==> src/hdl/arfm_pkg.sv <==
// Package for the rocket aerodynamic force and moment block.
// Holds widths, register indexes, output slot names and shared types.
// No dependencies.
package arfm_pkg;

  localparam int OUT_WIDTH_DEF = 40;

  localparam int NUM_REGS = 8;
  localparam int REG_W    = 32;
  localparam int IDX_W    = 3;
  localparam int ADDR_W   = IDX_W + 2;

  localparam logic [IDX_W-1:0] REG_AREA_LEN  = 3'd0;
  localparam logic [IDX_W-1:0] REG_DIA_AXIAL = 3'd1;
  localparam logic [IDX_W-1:0] REG_NORMAL    = 3'd2;
  localparam logic [IDX_W-1:0] REG_PITCH     = 3'd3;
  localparam logic [IDX_W-1:0] REG_PITCH_ROLL = 3'd4;
  localparam logic [IDX_W-1:0] REG_ROLL_SIDE = 3'd5;
  localparam logic [IDX_W-1:0] REG_SIDE_YAW  = 3'd6;
  localparam logic [IDX_W-1:0] REG_YAW       = 3'd7;

  localparam int V_W    = 16;
  localparam int Q_W    = 24;
  localparam int ANG_W  = 16;
  localparam int COEF_W = 16;
  localparam int QS_W   = Q_W + COEF_W;

  localparam int DVD_W      = 32;
  localparam int DVS_W      = V_W + 2;
  localparam int DIV_STAGES = DVD_W;
  localparam int RATE_W     = 32;

  localparam int SUM_W  = 50;
  localparam int MAG_W  = SUM_W;
  localparam int MUL_W  = QS_W + COEF_W;
  localparam int SPLIT  = 32;
  localparam int PART_W = MAG_W + MUL_W;

  localparam int SCALE_STAGES = 4;
  localparam int SH_AXIAL  = 19;
  localparam int SH_FORCE  = 32;
  localparam int SH_MOMENT = 40;

  localparam int NUM_OUT = 6;
  localparam int OUT_FX = 0;
  localparam int OUT_FY = 1;
  localparam int OUT_FZ = 2;
  localparam int OUT_MX = 3;
  localparam int OUT_MY = 4;
  localparam int OUT_MZ = 5;

  typedef logic [NUM_REGS-1:0][REG_W-1:0] arfm_regs_t;

  // Angles and flags that ride alongside the rate dividers.
  typedef struct packed {
    logic [ANG_W-1:0] alpha;
    logic [ANG_W-1:0] beta;
    logic [ANG_W-1:0] de;
    logic [ANG_W-1:0] da;
    logic [ANG_W-1:0] dr;
    logic [QS_W-1:0]  qs;
    logic             zero;
    logic             neg_p;
    logic             neg_q;
    logic             neg_r;
  } arfm_side_t;

  function automatic logic [ANG_W-1:0] abs16(input logic signed [ANG_W-1:0] x);
    abs16 = x[ANG_W-1] ? ANG_W'(-x) : ANG_W'(x);
  endfunction

endpackage

==> src/hdl/arfm_rate_div.sv <==
// Pipelined restoring divider, one quotient bit per stage.
// Depends on arfm_pkg.
module arfm_rate_div (
  input  logic                       clk,
  input  logic                       en,
  input  logic [arfm_pkg::DVD_W-1:0] dividend_i,
  input  logic [arfm_pkg::DVS_W-1:0] divisor_i,
  output logic [arfm_pkg::DVD_W-1:0] quotient_o
);
  import arfm_pkg::*;

  // The dividend register shifts left; quotient bits enter at the bottom.
  logic [DVS_W-1:0] rem_r [DIV_STAGES];
  logic [DVD_W-1:0] dvd_r [DIV_STAGES];
  logic [DVS_W-1:0] dvs_r [DIV_STAGES];
  logic [DVS_W-1:0] rem_nxt [DIV_STAGES];
  logic [DVD_W-1:0] dvd_nxt [DIV_STAGES];
  logic [DVS_W-1:0] dvs_nxt [DIV_STAGES];

  always_comb begin
    logic [DVS_W-1:0] src_rem;
    logic [DVD_W-1:0] src_dvd;
    logic [DVS_W-1:0] src_dvs;
    logic [DVS_W:0]   trial;
    logic             ge;
    for (int i = 0; i < DIV_STAGES; i++) begin
      if (i == 0) begin
        src_rem = '0;
        src_dvd = dividend_i;
        src_dvs = divisor_i;
      end else begin
        src_rem = rem_r[i-1];
        src_dvd = dvd_r[i-1];
        src_dvs = dvs_r[i-1];
      end
      trial      = {src_rem, src_dvd[DVD_W-1]};
      ge         = trial >= {1'b0, src_dvs};
      rem_nxt[i] = ge ? DVS_W'(trial - {1'b0, src_dvs}) : trial[DVS_W-1:0];
      dvd_nxt[i] = {src_dvd[DVD_W-2:0], ge};
      dvs_nxt[i] = src_dvs;
    end
  end

  always_ff @(posedge clk) begin
    if (en) begin
      for (int i = 0; i < DIV_STAGES; i++) begin
        rem_r[i] <= rem_nxt[i];
        dvd_r[i] <= dvd_nxt[i];
        dvs_r[i] <= dvs_nxt[i];
      end
    end
  end

  assign quotient_o = dvd_r[DIV_STAGES-1];

endmodule

==> config.mk <==
export PLATFORM = sky130hd
export DESIGN_NAME = arfm_rate_div
export DESIGN_NICKNAME = d
export VERILOG_FILES = /design/src/hdl/arfm_pkg.sv /design/src/hdl/arfm_rate_div.sv
export SDC_FILE = /design/constraint.sdc
export NUM_CORES = 2
export LEC_CHECK = 0
export ABC_AREA = 1
export BUFFER_PORTS_ARGS = -buffer_cell sky130_fd_sc_hd__buf_2
export CAP_MARGIN = 10
export CORE_MARGIN = 10
export CORE_UTILIZATION = 66
export CTS_BUF_LIST = sky130_fd_sc_hd__clkbuf_4
export DETAILED_ROUTE_END_ITERATION = 6
export GPL_TIMING_DRIVEN = 0
export HOLD_SLACK_MARGIN = 0.03
export PLACE_DENSITY_LB_ADDON = 0.05
export SKIP_CTS_REPAIR_TIMING = 1
export SYNTH_ARGS = -nofsm -noshare
export SYNTH_HDL_FRONTEND = slang
export SYNTH_SLANG_ARGS = --single-unit
==> constraint.sdc <==
create_clock -name clk -period 2.77 [get_ports clk]
set_clock_uncertainty 0.05 [all_clocks]
set_input_delay 0.277 -clock clk [delete_from_list [all_inputs] [get_ports clk]]
set_output_delay 0.277 -clock clk [all_outputs]
set_load 0.03 [all_outputs]
== Yosys cells after proc, flatten, opt, wreduce, memory -nomap -nowiden ==
Memory sizes are Yosys's and may differ from the RTL's.
Cells that the tools add are included.

* Muxes and demuxes: 34
* Magnitude comparators: 32
* $add $sub $neg: 32

{| class="wikitable"
|+ Operators with widths
! cell !! count
|-
| $ge A19 B18 Y1 || 31
|-
| $mux W18 || 32
|-
| $sub A18 B18 Y18 || 31
|-
| $ge A1 B18 Y1 || 1
|-
| $sub A1 B18 Y18 || 1
|-
| $mux W1 || 2
|}

* Memories: 3
* Bits in writable memories: 2176
* Input port bits: 52
* Output and inout port bits: 32
* Flip-flop bits (word level): 0

{| class="wikitable"
|+ Memories
! memory !! depth !! bits a word !! rd ports !! clocked after Yosys merged registers in !! write ports !! line !! text
|-
| dvd_r || 32 || 32 || 32 || 0 || 32 || arfm_rate_div.sv:14 || <nowiki>logic [DVD_W-1:0] dvd_r [DIV_STAGES];</nowiki>
|-
| dvs_r || 32 || 18 || 31 || 0 || 32 || arfm_rate_div.sv:15 || <nowiki>logic [DVS_W-1:0] dvs_r [DIV_STAGES];</nowiki>
|-
| rem_r || 32 || 18 || 31 || 0 || 32 || arfm_rate_div.sv:13 || <nowiki>logic [DVS_W-1:0] rem_r [DIV_STAGES];</nowiki>
|}

== Logic depth before layout (Yosys ltp) ==
* Word-level depth: 2
* Depth in mapped cells: 14
* Mapped depth without buffers: 14

== Least setup slack after synthesis ==
Ideal clock, no wire load.

* Kind: reg2reg
* Start: mem dvd_r[23][31], in the netlist dvd_r[1][255]
* End: mem rem_r[1][156] (netlist bit) (data pin)
* Stages on the path, launching flop included: 14
* Setup slack: 0.757 ns
* Arrival: 1.708 ns
* Library setup time: 0.254 ns
* Path through: edfxtp_1 > inv_1 > ha_1 > inv_1 > fa_1 > nand2_1 > nand2_1 > and2_1 > nand2_1 > nand2_1 > nand2_1 > nand3b_1 > nand3_2 > nand2_1

{| class="wikitable"
|+ RTL lines
! item !! line
|-
| from (decl) || arfm_rate_div.sv:14
|-
| to (decl) || arfm_rate_div.sv:13
|}

==> flow_metrics.tcl <==
set metrics [dict create \
    outcome "finished with violations" \
    violations "design-rule violations, negative hold slack" \
    comb_power_share_pct 41.4 \
    clkPwrFrac_pct 20.7 \
    r2r-start "rem_r[0][19]$_DFFE_PP_" \
    required_ns 3.80 \
    grt_overflow 0 \
    irDropWorstVdd_mv 0.760 \
    grt_usage_pct 27.7 \
    die_height_um 426 \
    synthMuxAreaShare_pct 0 \
    drt-total-wl_mm 262 \
    timing.rr.end "rem_r[0][38]$_DFFE_PP_" \
    coreArea_um2 163000 \
    synthAdderAreaFrac_pct 7.00 \
    power_leakage_nw 54.6 \
    async_reset_ff_share_pct 0 \
    stdcell_count 14239 \
    internal-power_mw 75.9 \
    relSlewSlack_pct 23.3 \
    min_to "dvd_r[0][221]$_DFFE_PP_" \
    h-tree-depth 6 \
    whs_ns -0.685 \
    io_buffer_count 83 \
    syn_inst 10942 \
    drc 1 \
    yosys_register_bits 2140 \
    synth_top_family_by_area "simple AND/OR/NAND/NOR gates" \
    grt_pass1_vias 75978 \
    synth_compound_gate_area_share_pct 2.93 \
    cts_tree "yes" \
    dp_hpwl_mm 187 \
    worst_setup_path_end_kind "flip-flop" \
    fin_crit_sh_pct 98.3 \
    finalCriticalPeriod_ns 2.72 \
    path_class "flip-flop to flip-flop" \
    antenna_found_initial 4 \
    synth-edff-count 2140 \
    ios 84 \
    root_buffer "clkbuf_4" \
    maxCapViolations 0 \
    cts_sinks 2140 \
    synth_top_cell_by_area "edfxtp_1" \
    clock_path_buffers 4 \
    rrSetupSlack_ns 0.05 \
    min_delay_path_depth 1 \
    worstHoldStart "en" \
    cp-start-kind "flip-flop" \
    viasPerCell 5.55 \
    powerDensity_nw_per_um2 1060 \
    drt-pass1-iter-count 7 \
    worst_pin_slew_ns 1.15 \
    place_area_um2 112000 \
    final_area_um2 120000 \
    fp.dieArea_um2 181000 \
    syn-cell-area_um2 109000 \
    synthSimpleGateAreaFrac_pct 22.4 \
    die_width_um 426 \
    grt_max_degree 200 \
    synth_area_leaders "edfxtp_1 (59%), nand2_1 (12%), ha_1 (6.4%)" \
    synth_flop_cell "edfxtp_1" \
    drive_above_1_share_pct 11.0 \
    ys_warn_count 0 \
    power_switching_mw 51.5 \
    max_clock_freq_mhz 367 \
    clkSlewWorstSetupHoldPaths_ns 0.09 \
    num_vias 78959 \
    yosysMostFrequentCell "nand2_1" \
    reg2regPathDepth 6 \
    worstPathArrival_ns 3.76 \
    syn_area_per_cell_um2 9.94 \
    antenna_left 0 \
    drt-wirelength-per-cell_um 18.4 \
    start_util_pct 66.6 \
    ys_types 39 \
    place_inst 13214 \
    cp_max_fo 10 \
    area_growth_pct 10.4 \
    grt_pass1_wl_mm 400 \
    hold_path.class "input pin to flip-flop" \
    cts_buffers 552 \
    finalMaxSlewViolations 0 \
    row_count 148 \
    synth-xor-area-share_pct 1.95 \
    fill_cells 11495 \
    synth_common_cells "nand2_1 (3403), edfxtp_1 (2140), inv_1 (1628)" \
    finalPower_mw 127 \
    synth-seq-area-share_pct 59.1 \
    fin_nets 12343 \
    swShare_pct 40.4 \
    pwr-share-seq_pct 37.9 \
    setup_violations 0 \
    finalHoldViolCount 290 \
    clock_latency_ns 1.41 \
    setup_tns_ns 0 \
    syn_nets 11584 \
    drt_iter0_drc 8341 \
    worstSetupStartpoint "rem_r[0][19]$_DFFE_PP_" \
    synth_top_area_share_pct 59.1 \
    finalWeightedCongestion 0.956 \
]
## area by class of cell
class                      instances  area [µm²]  area share [%]
tap                             2175        2720            2.27
timing repair buffer             205        1930            1.61
sequential                      2140       64300            53.5
multi-input combinational       7031       37300            31.1
inverter                        1644        6170            5.14
antenna                            8        20.0          0.0167
clock buffer                     746        5600            4.66
buffer                           127        1020           0.852
clock inverter                   163        1030           0.854
## cells in the final DEF (no fill, tap or decap), drive strengths merged
| master | instances |
|---|---|
| a41oi | 4 |
| ha | 560 |
| nor2 | 801 |
| clkinvlp | 8 |
| and2 | 22 |
| inv | 1658 |
| fa | 30 |
| nand3 | 869 |
| clkbuf | 750 |
| clkinv | 128 |
| nor4 | 16 |
| or2 | 52 |
| o21a | 2 |
| nand3b | 243 |
| o21bai | 29 |
| nand4 | 74 |
| edfxtp | 2140 |
| a31oi | 11 |
| o21ai | 188 |
| a21oi | 310 |
| xnor2 | 17 |
| xor2 | 225 |
| buf | 224 |
| dlygate4sd3 | 104 |
| nor3 | 111 |
| bufinv | 13 |
| diode | 8 |
| nand2 | 3467 |
## worst max path at each step
stage / to
after global placement: dvd_r[1][491]$_DFFE_PP_
after global routing: dvd_r[1][224]$_DFFE_PP_
after detailed placement: dvd_r[1][359]$_DFFE_PP_
after floorplan: rem_r[1][156]$_DFFE_PP_
final: rem_r[0][38]$_DFFE_PP_
after CTS: rem_r[1][50]$_DFFE_PP_
## sequential cells by signal, summed over array words and instances, names as in the netlist
name	count
rem_r	558
dvs_r	558
dvd_r	1024
## cell families (layout without fill, tap and decap cells)
| kind of cell | count (synthesis) | count (layout) |
|---|---|---|
| simple gates | 5655 | 5655 |
| buf+inv | 1771 | 2885 |
| flops | 2140 | 2140 |
| compound gates | 544 | 544 |
| other cells | 0 | 8 |
| fa+ha+maj | 590 | 590 |
| xor+xnor | 242 | 242 |
## metrics by stage
step                      utilization, %  setup slack [ns]
after CTS                           72.8           -0.0775
after global routing                73.5           -0.0158
after detailed placement            68.7             -1.57
after floorplan                        -             0.757
final                               73.5            0.0464
after global placement              68.5            -30.15
## critical path, stage by stage, from the launching register on
cell	delay [ns]
edfxtp_1	0.42
ha_1	0.52
nand4_1	0.25
nor4_1	0.43
a21oi_1	0.47
nand3_1	0.24
nand2_1	0.08
## per-layer routing
layer	up-vias	part of all wire [%]	track usage [%]
met4	0	3.8	11.1
met1	36788	42	37.7
met3	668	7.2	4.68
li1	38116	-	-
met2	3387	47	44.7
met5	-	0	0
## power groups by stage
stage / Sequential (mW) / Combinational [mW] / Clock (mW)
6_report: 48.3 / 52.8 / 26.4
5_1_grt: 48.7 / 59.0 / 28.8
4_1_cts: 48.2 / 51.4 / 27.0
3_5_place_dp: 48.8 / 51.0 / 0
3_3_place_gp: 49.9 / 48.7 / 0
2_1_floorplan: 46.7 / 38.0 / 0
(Power assumes the default switching activity.)
