==> src/hdl/arfm_pkg.sv <==
// Package for the rocket aerodynamic force and moment block.
// Holds widths, register indexes, output slot names and shared types.
// No dependencies.
package arfm_pkg;

  localparam int OUT_WIDTH_DEF = 40;

  localparam int NUM_REGS = 8;
  localparam int REG_W    = 32;
  localparam int IDX_W    = 3;
  localparam int ADDR_W   = IDX_W + 2;

  localparam logic [IDX_W-1:0] REG_AREA_LEN  = 3'd0;
  localparam logic [IDX_W-1:0] REG_DIA_AXIAL = 3'd1;
  localparam logic [IDX_W-1:0] REG_NORMAL    = 3'd2;
  localparam logic [IDX_W-1:0] REG_PITCH     = 3'd3;
  localparam logic [IDX_W-1:0] REG_PITCH_ROLL = 3'd4;
  localparam logic [IDX_W-1:0] REG_ROLL_SIDE = 3'd5;
  localparam logic [IDX_W-1:0] REG_SIDE_YAW  = 3'd6;
  localparam logic [IDX_W-1:0] REG_YAW       = 3'd7;

  localparam int V_W    = 16;
  localparam int Q_W    = 24;
  localparam int ANG_W  = 16;
  localparam int COEF_W = 16;
  localparam int QS_W   = Q_W + COEF_W;

  localparam int DVD_W      = 32;
  localparam int DVS_W      = V_W + 2;
  localparam int DIV_STAGES = DVD_W;
  localparam int RATE_W     = 32;

  localparam int SUM_W  = 50;
  localparam int MAG_W  = SUM_W;
  localparam int MUL_W  = QS_W + COEF_W;
  localparam int SPLIT  = 32;
  localparam int PART_W = MAG_W + MUL_W;

  localparam int SCALE_STAGES = 4;
  localparam int SH_AXIAL  = 19;
  localparam int SH_FORCE  = 32;
  localparam int SH_MOMENT = 40;

  localparam int NUM_OUT = 6;
  localparam int OUT_FX = 0;
  localparam int OUT_FY = 1;
  localparam int OUT_FZ = 2;
  localparam int OUT_MX = 3;
  localparam int OUT_MY = 4;
  localparam int OUT_MZ = 5;

  typedef logic [NUM_REGS-1:0][REG_W-1:0] arfm_regs_t;

  // Angles and flags that ride alongside the rate dividers.
  typedef struct packed {
    logic [ANG_W-1:0] alpha;
    logic [ANG_W-1:0] beta;
    logic [ANG_W-1:0] de;
    logic [ANG_W-1:0] da;
    logic [ANG_W-1:0] dr;
    logic [QS_W-1:0]  qs;
    logic             zero;
    logic             neg_p;
    logic             neg_q;
    logic             neg_r;
  } arfm_side_t;

  function automatic logic [ANG_W-1:0] abs16(input logic signed [ANG_W-1:0] x);
    abs16 = x[ANG_W-1] ? ANG_W'(-x) : ANG_W'(x);
  endfunction

endpackage

==> src/hdl/arfm_cfg.sv <==
// APB-style register file holding the reference sizes and derivatives.
// Depends on arfm_pkg.
module arfm_cfg (
  input  logic                        clk,
  input  logic                        rst_n,
  input  logic                        psel,
  input  logic                        penable,
  input  logic                        pwrite,
  input  logic [arfm_pkg::ADDR_W-1:0] paddr,
  input  logic [arfm_pkg::REG_W-1:0]  pwdata,
  output logic [arfm_pkg::REG_W-1:0]  prdata,
  output logic                        pready,
  output arfm_pkg::arfm_regs_t        regs_o
);
  import arfm_pkg::*;

  arfm_regs_t       regs_r;
  logic [IDX_W-1:0] idx;
  logic             wr;

  assign idx    = paddr[ADDR_W-1:2];
  assign wr     = psel && penable && pwrite;
  assign pready = 1'b1;
  assign prdata = regs_r[idx];
  assign regs_o = regs_r;

  always_ff @(posedge clk) begin
    if (!rst_n) begin
      regs_r <= '0;
    end else if (wr) begin
      regs_r[idx] <= pwdata;
    end
  end

endmodule

==> config.mk <==
export PLATFORM = sky130hd
export DESIGN_NAME = arfm_cfg
export DESIGN_NICKNAME = d
export VERILOG_FILES = /design/src/hdl/arfm_pkg.sv /design/src/hdl/arfm_cfg.sv
export SDC_FILE = /design/constraint.sdc
export NUM_CORES = 1
export LEC_CHECK = 0
export ABC_AREA = 1
export BUFFER_PORTS_ARGS = -buffer_cell sky130_fd_sc_hd__buf_2
export CAP_MARGIN = 10
export CORE_MARGIN = 10
export CORE_UTILIZATION = 30
export DETAILED_ROUTE_END_ITERATION = 6
export HOLD_SLACK_MARGIN = 0.08
export PLACE_DENSITY = 0.55
export RECOVER_POWER = 100
export SLEW_MARGIN = 5
export SYNTH_ARGS = -nofsm -noshare
export SYNTH_HDL_FRONTEND = slang
export SYNTH_SLANG_ARGS = --single-unit
==> constraint.sdc <==
create_clock -name clk -period 1.85 [get_ports clk]
set_input_delay 0.37 -clock clk [delete_from_list [all_inputs] [get_ports clk]]
set_output_delay 0.37 -clock clk [all_outputs]
set_load 0.05 [all_outputs]
* After elaboration in Yosys (flattened, before gate mapping)
Index checks and enable logic that the tools add are counted.
Widths: inputs -> output; s select.
** Storage, ports and cells
- Register bits after elaboration :: 256
** Cells by class
- Reductions and logical operators :: 3
- Magnitude comparators :: 2
- Multiplexer cells :: 5
** Operators with widths (number)
- $bwmux 256 :: 1
- $bmux 32 s3 :: 1
- $demux 32 s3 :: 1
- $mux 32 :: 2
- $lt 3x4->1 const B :: 1
- $ge 3x1->1 const B :: 1
- $logic_and 1x1->1 :: 3

* Longest topological paths before layout
Gate-level depths: netlist (run 1).
- Depth in word-level cells :: 5
- Mapped depth :: 9
- Mapped depth without buffers :: 7

* Worst setup path after synthesis (run 1)
Ideal clock, no wire load.
- Kind :: input port to output port
- Start :: in paddr[2] in the netlist's numbering
- End :: out prdata[10] in the netlist's numbering
- Setup slack :: -0.063 ns
- Arrival time :: 1.543 ns
- Required time :: 1.480 ns
- Stages on the path :: 9
- Path buffers :: 2
- Cells stage by stage :: inv_1 buf_2 clkbuf_1 nand2_1 nand2_1 nand2_1 nand2_1 nand2_1 nand2_1
** On the way
- Word-level cells in the longest chain between the ends :: 2
** RTL lines
- start, declared :: RTL line arfm_cfg.sv:9 : input logic [arfm_pkg::ADDR_W-1:0] paddr,
- $bmux 32 s3 :: RTL line arfm_cfg.sv:24 : assign prdata = regs_r[idx];
- $mux 32 (not written as such) :: RTL line arfm_cfg.sv:24
- end, declared :: RTL line arfm_cfg.sv:11 : output logic [arfm_pkg::REG_W-1:0] prdata,
Every way passes these cells. The select of a mux whose other input is x is not followed.

* Worst setup path after layout (run 1)
- Start :: reg regs_r (netlist bit regs_o[126])
- End :: out prdata[30] in the netlist's numbering
** On the way
- Word-level cells in the longest chain between the ends :: 2
** RTL lines
- start, declared :: RTL line arfm_cfg.sv:17 : arfm_regs_t regs_r;
- start signal, assigned by index :: RTL line arfm_cfg.sv:31 : regs_r[idx] <= pwdata;
- $bmux 32 s3 :: RTL line arfm_cfg.sv:24
- $mux 32 (not written as such) :: RTL line arfm_cfg.sv:24
Every way passes these cells. The select of a mux whose other input is x is not followed.

==> impl_results.md, run 1 <==
* Status: finished clean
* Maximum vdd drop at 0.000682 V
* Worst-path clk slew at 0.06 ns
* Die Area at 50,600 µm²
* Synth cell types at 14
* Core Region at 41,800 µm²
* Slowest CP cell: dfxtp_1
* TritonRoute pass-1 iters at 5
* Max incr delay on CP at 0.35 ns
* Initial Util at 30.2%
* YS warnings at 0
* DR WL/cell at 17.1 µm
* Fillers at 4,403
* Final WS setup at 0.0131 ns
* Final hold vios at 0
* Final HPWL DP at 35,600 µm
* Setup CP Type: flop to primary output
* Critical Path Sink Type: primary output
* First-pass GRT wire length at 78,400 µm
* FP Rows at 75
* Cell family contributing the most delay on the critical path: simple AND/OR/NAND/NOR gates
* Max Fclk at 0.544 GHz
* Cells after Synth at 2,154
* Required @ worst endpoint at 1.48 ns
* Worst-path maximum fanout at 3
* Max reg flops at 256
* Routed wire length at 52,800 µm
* Fin util at 42.4%
* Clock Tree Buf Depth at 3
* Comb power frac at 11.4%
* Placer Congestion at 0.875
* Cell breakdown of the critical path: nand4_1 > nand2_1 > nor2_1 > nand2_1 > buf_6
* PwrDens at 784 nW/µm²
* DRT iter0 DRCs at 1,008
* Yosys top cell by area: dfxtp_1
* Post-route cell area at 17,700 µm²
* Die X at 225 µm
* Switching portion of total power at 26.9%
* Crit share post-route at 99.3%
* Post-CTS Hold Buffers at 0
* Setup WS pre-CTS at -0.113 ns
* Ports at 331
* Vias per cell at 4.64
* Leakage power at 8.95 nW
* TNS Setup at 0 ns
* Clock Skew at 0 ns
* Synth area leaders: dfxtp_1 (41%), nand2_1 (31%), nor2_1 (16%)
* Largest net degree at the start of global routing at 58
* Final setup violation count at 0
* Most frequent cells in the layout: nand2_1 (1,004), nor2_1 (521), clkbuf_2 (263), dfxtp_2 (222), nand3_1 (135)
* Clk root buf: clkbuf_16
* Clock sinks at 256
* CTS tree: done
* Switching power at 3.73 mW
* Max-Cap Viols at 0
* Pint at 10.1 mW
* Most common cell after layout, fill and taps aside: nand2_1
* Worst Max-Slew Pin Slew at 0.877 ns
* Mapped Avg Cell Area at 5.85 µm²
* DRC at 0
* Die Ht at 225 µm
* Crit path launch type: flop
* Clock Power Share at 47.8%
* Port bufs at 327
* Total power at 13.9 mW
* CP dominant cell by count: nand2_1
* Register area share after synthesis at 40.6%
* FF+latch count, synth at 256
* Nets at 2,567
* Synth top area share at 40.6%
* Worst EP arrival at 1.47 ns
* Via count at 14,400
* Synth-to-layout area growth at 40.4%
* Clock latency at the later pin of the worst-skew pair at 0.57 ns
* Synth Net Count at 2,196
* Overall routing resource usage at 19.6%
* Num CTS Buffers at 31
* Unrepaired setup endpoints after global routing: true
* Register share of total power at 40.7%
* CP bufs+invs at 1
* Reg2reg setup slack at 1.01 ns
* Slew Viols, Final at 0
* Antenna Nets Post-Route at 0
* Layout cells sized above 1 at 32.0%
* H-tree lvl count at 1
* Min-Delay Path Class: input pin to flop
* Dpl cell area at 15,400 µm²
* Overflow after GRT at 0
* Minimum clock period at 1.84 ns
* Mapped Area at 12,600 µm²
* Rel. slew slack at 41.6%
* Number of global-route vias before repair at 13,000
* Antenna violations before repair at 1
synthesized netlist by cell type, drive strengths merged:
master  count
buf       108
inv        37
nor2      530
clkbuf     35
nand3     136
dfxtp     256
conb        1
nand2    1047
nand4       4
worst reg2reg max path, cell delays in order, from the launching register on:
cell	delay, ns
dfxtp_2	0.32
buf_4	0.12
buf_4	0.12
nor2_1	0.09
nor2_1	0.07
path summary, 6_finish.rpt:
kind	from	to	cells after the start
worst min register to register	regs_o[244]	regs_o[244]	2
worst max register to register	regs_o[190]	regs_o[190]	4
worst max-delay path	regs_o[126]	prdata[30]	5
worst min-delay path	pwdata[13]	regs_o[173]	5
cells by family after synthesis:
logic type             after synthesis  synth area share [%]
flip-flops                         256                  40.6
AND/OR/NAND/NOR                   1717                  53.0
other                                1                0.0297
buffers and inverters              180                  6.36
routing by layer:
metal	share of wire [%]	up-vias	global-route usage, %
met1	44	6584	25.3
met2	47	451	32.4
li1	-	7250	-
met3	7.4	66	4.18
met4	2.0	0	5.02
met5	0	-	0
stage by stage:
stage / instances / hold slack [ns]
floorplan: 2154 / 0.655
global placement: 2948 / 0.483
detailed placement: 2948 / 0.488
CTS: 3020 / 0.190
global route: 3089 / 0.220
finish: 3090 / 0.205
layout make-up:
class                   instances  area [µm²]  share of cell area, %
repair buffers                480        3530                   20.0
clock inverters                17         223                   1.26
well taps                     539         674                   3.81
inverters                      37         153                  0.862
repair inverters                1        8.76                 0.0495
diodes                          1        2.50                 0.0141
clock buffers                  41         893                   5.05
multi-input cells            1718        6800                   38.4
flip-flops and latches        256        5410                   30.6
power groups by stage:
| stage | Sequential (mW) | Clock (mW) | Combinational, mW |
|---|---|---|---|
| 4_1_cts | 5.65 | 6.77 | 1.55 |
| 6_report | 5.65 | 6.64 | 1.58 |
| 3_5_place_dp | 5.77 | 0 | 1.49 |
| 3_3_place_gp | 5.77 | 0 | 1.48 |
| 5_1_grt | 5.66 | 7.02 | 1.71 |
| 2_1_floorplan | 6.00 | 0 | 0.700 |
repair_timing:
| item | 4_1_cts | 5_1_grt |
|---|---|---|
| pin swaps | 3 | 39 |
| gates resized for setup | 236 | 109 |
| endpoints found under the setup margin | 32 | 32 |
| buffers inserted | 12 | 67 |
| gates cloned | 2 | 2 |
Power figures use the tool's default switching activity.
==> run 2: changes to the inputs <==
Settings changed: MAX_ROUTING_LAYER set to met4.
==> impl_results.md, run 2 (synthesis gave the netlist of run 1 again) <==
* Nets at 2,568
* Final HPWL DP at 35,600 µm
* Crit path launch type: flop
* Status: finished clean
* Clock Tree Buf Depth at 3
* Largest net degree at the start of global routing at 58
* Synth-to-layout area growth at 40.6%
* Clock Skew at 0 ns
* Critical Path Sink Type: primary output
* Die Ht at 225 µm
* Worst-path clk slew at 0.06 ns
* TritonRoute pass-1 iters at 6
* Clock latency at the later pin of the worst-skew pair at 0.57 ns
* Worst-path maximum fanout at 3
* Antenna Nets Post-Route at 0
* Clock sinks at 256
* Minimum clock period at 1.84 ns
* Overflow after GRT at 0
* Crit share post-route at 99.3%
* Worst Hold Launch: pwdata[13]
* Max-Cap Viols at 0
* Port bufs at 327
* Cell family contributing the most delay on the critical path: simple AND/OR/NAND/NOR gates
* DRC at 0
* Slowest CP cell: dfxtp_1
* Reg area at 5410 µm²
* Vias per cell at 4.64
* CTS tree: done
* Post-CTS Hold Buffers at 0
* Max Fclk at 0.544 GHz
* Placer Congestion at 0.890
* CP dominant cell by count: nand2_1
* Worst setup startpoint: regs_o[126]
* PwrDens at 782 nW/µm²
* Slew Viols, Final at 0
* Area of the multi-input gates at 6800 µm²
* Antenna violations before repair at 1
* CP bufs+invs at 1
* Final setup violation count at 0
* Via count at 14,400
* Fin util at 42.5%
* Layout cells sized above 1 at 32.1%
* Most common cell after layout, fill and taps aside: nand2_1
* Reg2reg start: regs_o[190]
* Routed wire length at 52,700 µm
* Die Area at 50,600 µm²
* Setup CP Type: flop to primary output
* Maximum vdd drop at 0.000677 V
* Number of global-route vias before repair at 13,000
* DRT iter0 DRCs at 1,111
* Leakage power at 9.19 nW
* Die X at 225 µm
* Rel. slew slack at 41.9%
* Most frequent cells in the layout: nand2_1 (1,004), nor2_1 (521), buf_2 (293), dfxtp_2 (222), nand3_1 (135)
* Worst Max-Slew Pin Slew at 0.871 ns
* Overall routing resource usage at 20.1%
* Required @ worst endpoint at 1.48 ns
* Cell breakdown of the critical path: nand4_1 > nand2_1 > nor2_1 > nand2_1 > buf_6
* Min-Delay Path Class: input pin to flop
* Max incr delay on CP at 0.35 ns
* Initial Util at 30.2%
* Core Region at 41,800 µm²
* Worst EP arrival at 1.47 ns
* DR WL/cell at 17.0 µm
* Num CTS Buffers at 31
* FP Rows at 75
* Ports at 331
* Fillers at 4,398
* TNS Setup at 0 ns
* Worst hold slack at 0.207 ns
* Max reg flops at 256
* Clk root buf: clkbuf_16
* Final hold vios at 0
* H-tree lvl count at 1
* First-pass GRT wire length at 78,300 µm
* Unrepaired setup endpoints after global routing: true
## run 2: timing repair
item / CTS / global route
buffers inserted: 12 / 68
pin swaps: 3 / 39
cloned: 2 / 2
setup endpoints to repair: 32 / 32
resized for setup: 236 / 109
## run 2: layout make-up
class                           instances  share of cell area [%]
Multi-Input combinational cell       1718                    38.4
Sequential cell                       256                    30.5
Timing Repair Buffer                  481                    20.1
Clock buffer                           41                    5.04
Tap cell                              539                    3.80
Clock inverter                         17                    1.26
Inverter                               37                   0.861
Timing Repair inverter                  1                  0.0494
Antenna cell                            1                  0.0141
## run 2: power by group
group / total [mW] / internal [mW] / switching [mW]
Sequential: 5.65 / 5.59 / 0.0580
Combinational: 1.59 / 0.472 / 1.11
Clock: 6.63 / 4.08 / 2.56
## run 2: per-layer routing
layer / GRT usage [%] / routed length (µm) / vias up
li1: - / - / 7248
met5: - / 0 / -
met3: 4.18 / 4030 / 63
met1: 25.3 / 22800 / 6570
met4: 5.02 / 1020 / 0
met2: 32.4 / 24800 / 474
## run 2: path summary, 6_finish.rpt
check / end / slack, ns / depth (start not counted)
worst max-delay path: prdata[30] / 0.01 / 5
worst min-delay path: regs_o[173] / 0.21 / 5
worst max register to register: regs_o[190] / 1.01 / 4
worst min register to register: regs_o[169] / 0.49 / 2
## run 2: through the flow
step           power (mW)  setup WS [ns]  instances  instance area [µm²]
3_5_place_dp         7.26         -0.113       2948                15400
4_1_cts              14.0        -0.0173       3020                17200
5_1_grt              14.4        -0.0890       3091                17700
3_3_place_gp         7.24         -0.130       2948                15400
6_report             13.9         0.0121       3091                17700
2_1_floorplan        6.70         0.0417       2154                12700
## run 2: worst register-to-register path, cell delays in order (launching register included)
cell and delay [ns]:
dfxtp_2 0.32, buf_4 0.12, buf_4 0.12, nor2_1 0.09, nor2_1 0.07
==> run 3: changes to the inputs <==
Settings changed: CTS_BUF_LIST set to sky130_fd_sc_hd__clkbuf_8.
==> impl_results.md, run 3 (synthesis gave the netlist of run 1 again) <==
* Status: finished, violations left
* Failing checks: setup timing
* Number of global-route vias before repair at 13,900
* Maximum vdd drop at 0.000452 V
* Crit share post-route at 102%
* Max reg flops at 256
* Via count at 14,900
* Layout cells sized above 1 at 35.5%
* Wl on met1 at 23,400 µm
* Clk root buf: clkbuf_8
* Dpl cell area at 15,400 µm²
* Clock Tree Buf Depth at 3
* Worst-path clk slew at 0.06 ns
* First-pass GRT wire length at 81,400 µm
* Clock Skew at 0 ns
* Overflow after GRT at 0
* Worst EP arrival at 1.52 ns
* Port bufs at 327
* Rel. slew slack at 35.8%
* Clock latency at the later pin of the worst-skew pair at 0.60 ns
* Die Ht at 225 µm
* Overall routing resource usage at 21.1%
* Critical Path Sink Type: primary output
* Area of the multi-input gates at 6810 µm²
* PwrDens at 722 nW/µm²
* CTS tree: done
* Max Fclk at 0.530 GHz
* Met3 WL post-DR at 4290 µm
* Synth-to-layout area growth at 44.5%
* H-tree lvl count at 2
* Ports at 331
* Min-Delay Path Class: input pin to flop
* Final hold vios at 0
* Initial Util at 30.2%
* Antenna Nets Post-Route at 0
* DRT iter0 DRCs at 1,165
* Clock sinks at 256
* Most frequent cells in the layout: nand2_1 (1,003), nor2_1 (520), clkbuf_2 (262), dfxtp_2 (243), buf_4 (197)
* Unrepaired setup endpoints after global routing: true
* Num CTS Buffers at 49
* Required @ worst endpoint at 1.48 ns
* Nets at 2,671
* Reg area at 5430 µm²
* Fillers at 4,436
* Fin util at 43.6%
* Hold Path Cell Cnt at 5
* Minimum clock period at 1.89 ns
* Placer Congestion at 0.890
* Worst-path maximum fanout at 32
* Routed wire length at 54,600 µm
* Final HPWL DP at 35,600 µm
* Worst Max-Slew Pin Slew at 0.963 ns
* Vias per cell at 4.64
* Largest net degree at the start of global routing at 58
* Worst reg-to-reg path cell count at 4
* Core Region at 41,800 µm²
* Antenna violations before repair at 1
* Leakage power at 9.42 nW
* Die X at 225 µm
* Slowest CP cell: buf_6
* CP dominant cell by count: nand2_1
* Die Area at 50,600 µm²
* Crit path launch type: input pin
* Final setup violation count at 8
* Post-route cell area at 18,200 µm²
* Max incr delay on CP at 0.31 ns
* DR WL/cell at 17.0 µm
* Final WS setup at -0.0357 ns
* Met2 WL post-DR at 25,800 µm
* Slew Viols, Final at 0
* DRC at 0
* Uppermost layer routed: met4
* TritonRoute pass-1 iters at 6
* Max-Cap Viols at 0
* Setup CP Type: input pin to primary output
* Most common cell after layout, fill and taps aside: nand2_1
* Setup WS pre-CTS at -0.113 ns
* Post-CTS Hold Buffers at 0
* FP Rows at 75
* Cell breakdown of the critical path: clkbuf_4 > inv_2 > buf_6 > nand2_1 > nand2_1 > nand2_1 > nand2_2 > buf_8
[run 3: critical path, delay by kind of cell]
kind | cells | cell delay (ns)
buffers and inverters | 4 | 0.75
AND/OR/NAND/NOR | 4 | 0.35
[run 3: final cells by class]
cell class	count	area share, %
Inverter	37	0.810
Multi-Input combinational cell	1718	37.4
Clock inverter	21	0.673
Tap cell	539	3.70
Timing Repair Buffer	567	22.7
Clock buffer	66	4.99
Antenna cell	1	0.0137
Sequential cell	256	29.8
[run 3: path summary, 6_finish.rpt]
kind	from	endpoint	slack, ns
hold reg to reg	regs_o[103]	regs_o[103]	0.49
setup / recovery	paddr[3]	prdata[28]	-0.04
hold / removal	pwdata[13]	regs_o[173]	0.19
setup reg to reg	regs_o[75]	regs_o[75]	1.01
[run 3: layer usage]
metal	global-route usage, %	up-vias
met5	-	-
met4	6.08	0
met3	4.42	73
met2	34.4	525
met1	25.9	6817
li1	-	7456
[run 3: power by group]
part	total, mW	switching (mW)	leakage [nW]	internal [mW]
combinational	1.62	1.14	6.66	0.480
clock	5.89	2.58	0.574	3.31
sequential	5.65	0.0486	2.19	5.60
total	13.1	3.76	9.42	9.39
[run 3: metrics by stage]
step / std cells / setup TNS (ns) / hold slack (ns) / total power [mW]
after floorplan: 2154 / 0 / 0.655 / 6.70
after global placement: 2948 / -2.16 / 0.483 / 7.24
after detailed placement: 2948 / -2.28 / 0.488 / 7.26
after CTS: 3180 / -0.759 / 0.133 / 13.3
after global routing: 3205 / -3.01 / 0.200 / 13.7
final: 3205 / -0.165 / 0.186 / 13.1
[run 3: repair_timing]
action,in CTS,in global routing
setup buffers,145,21
endpoints found under the hold margin,0,0
gates resized for setup,332,25
pin swaps,44,35
cloned,0,3
endpoints found under the setup margin,32,32
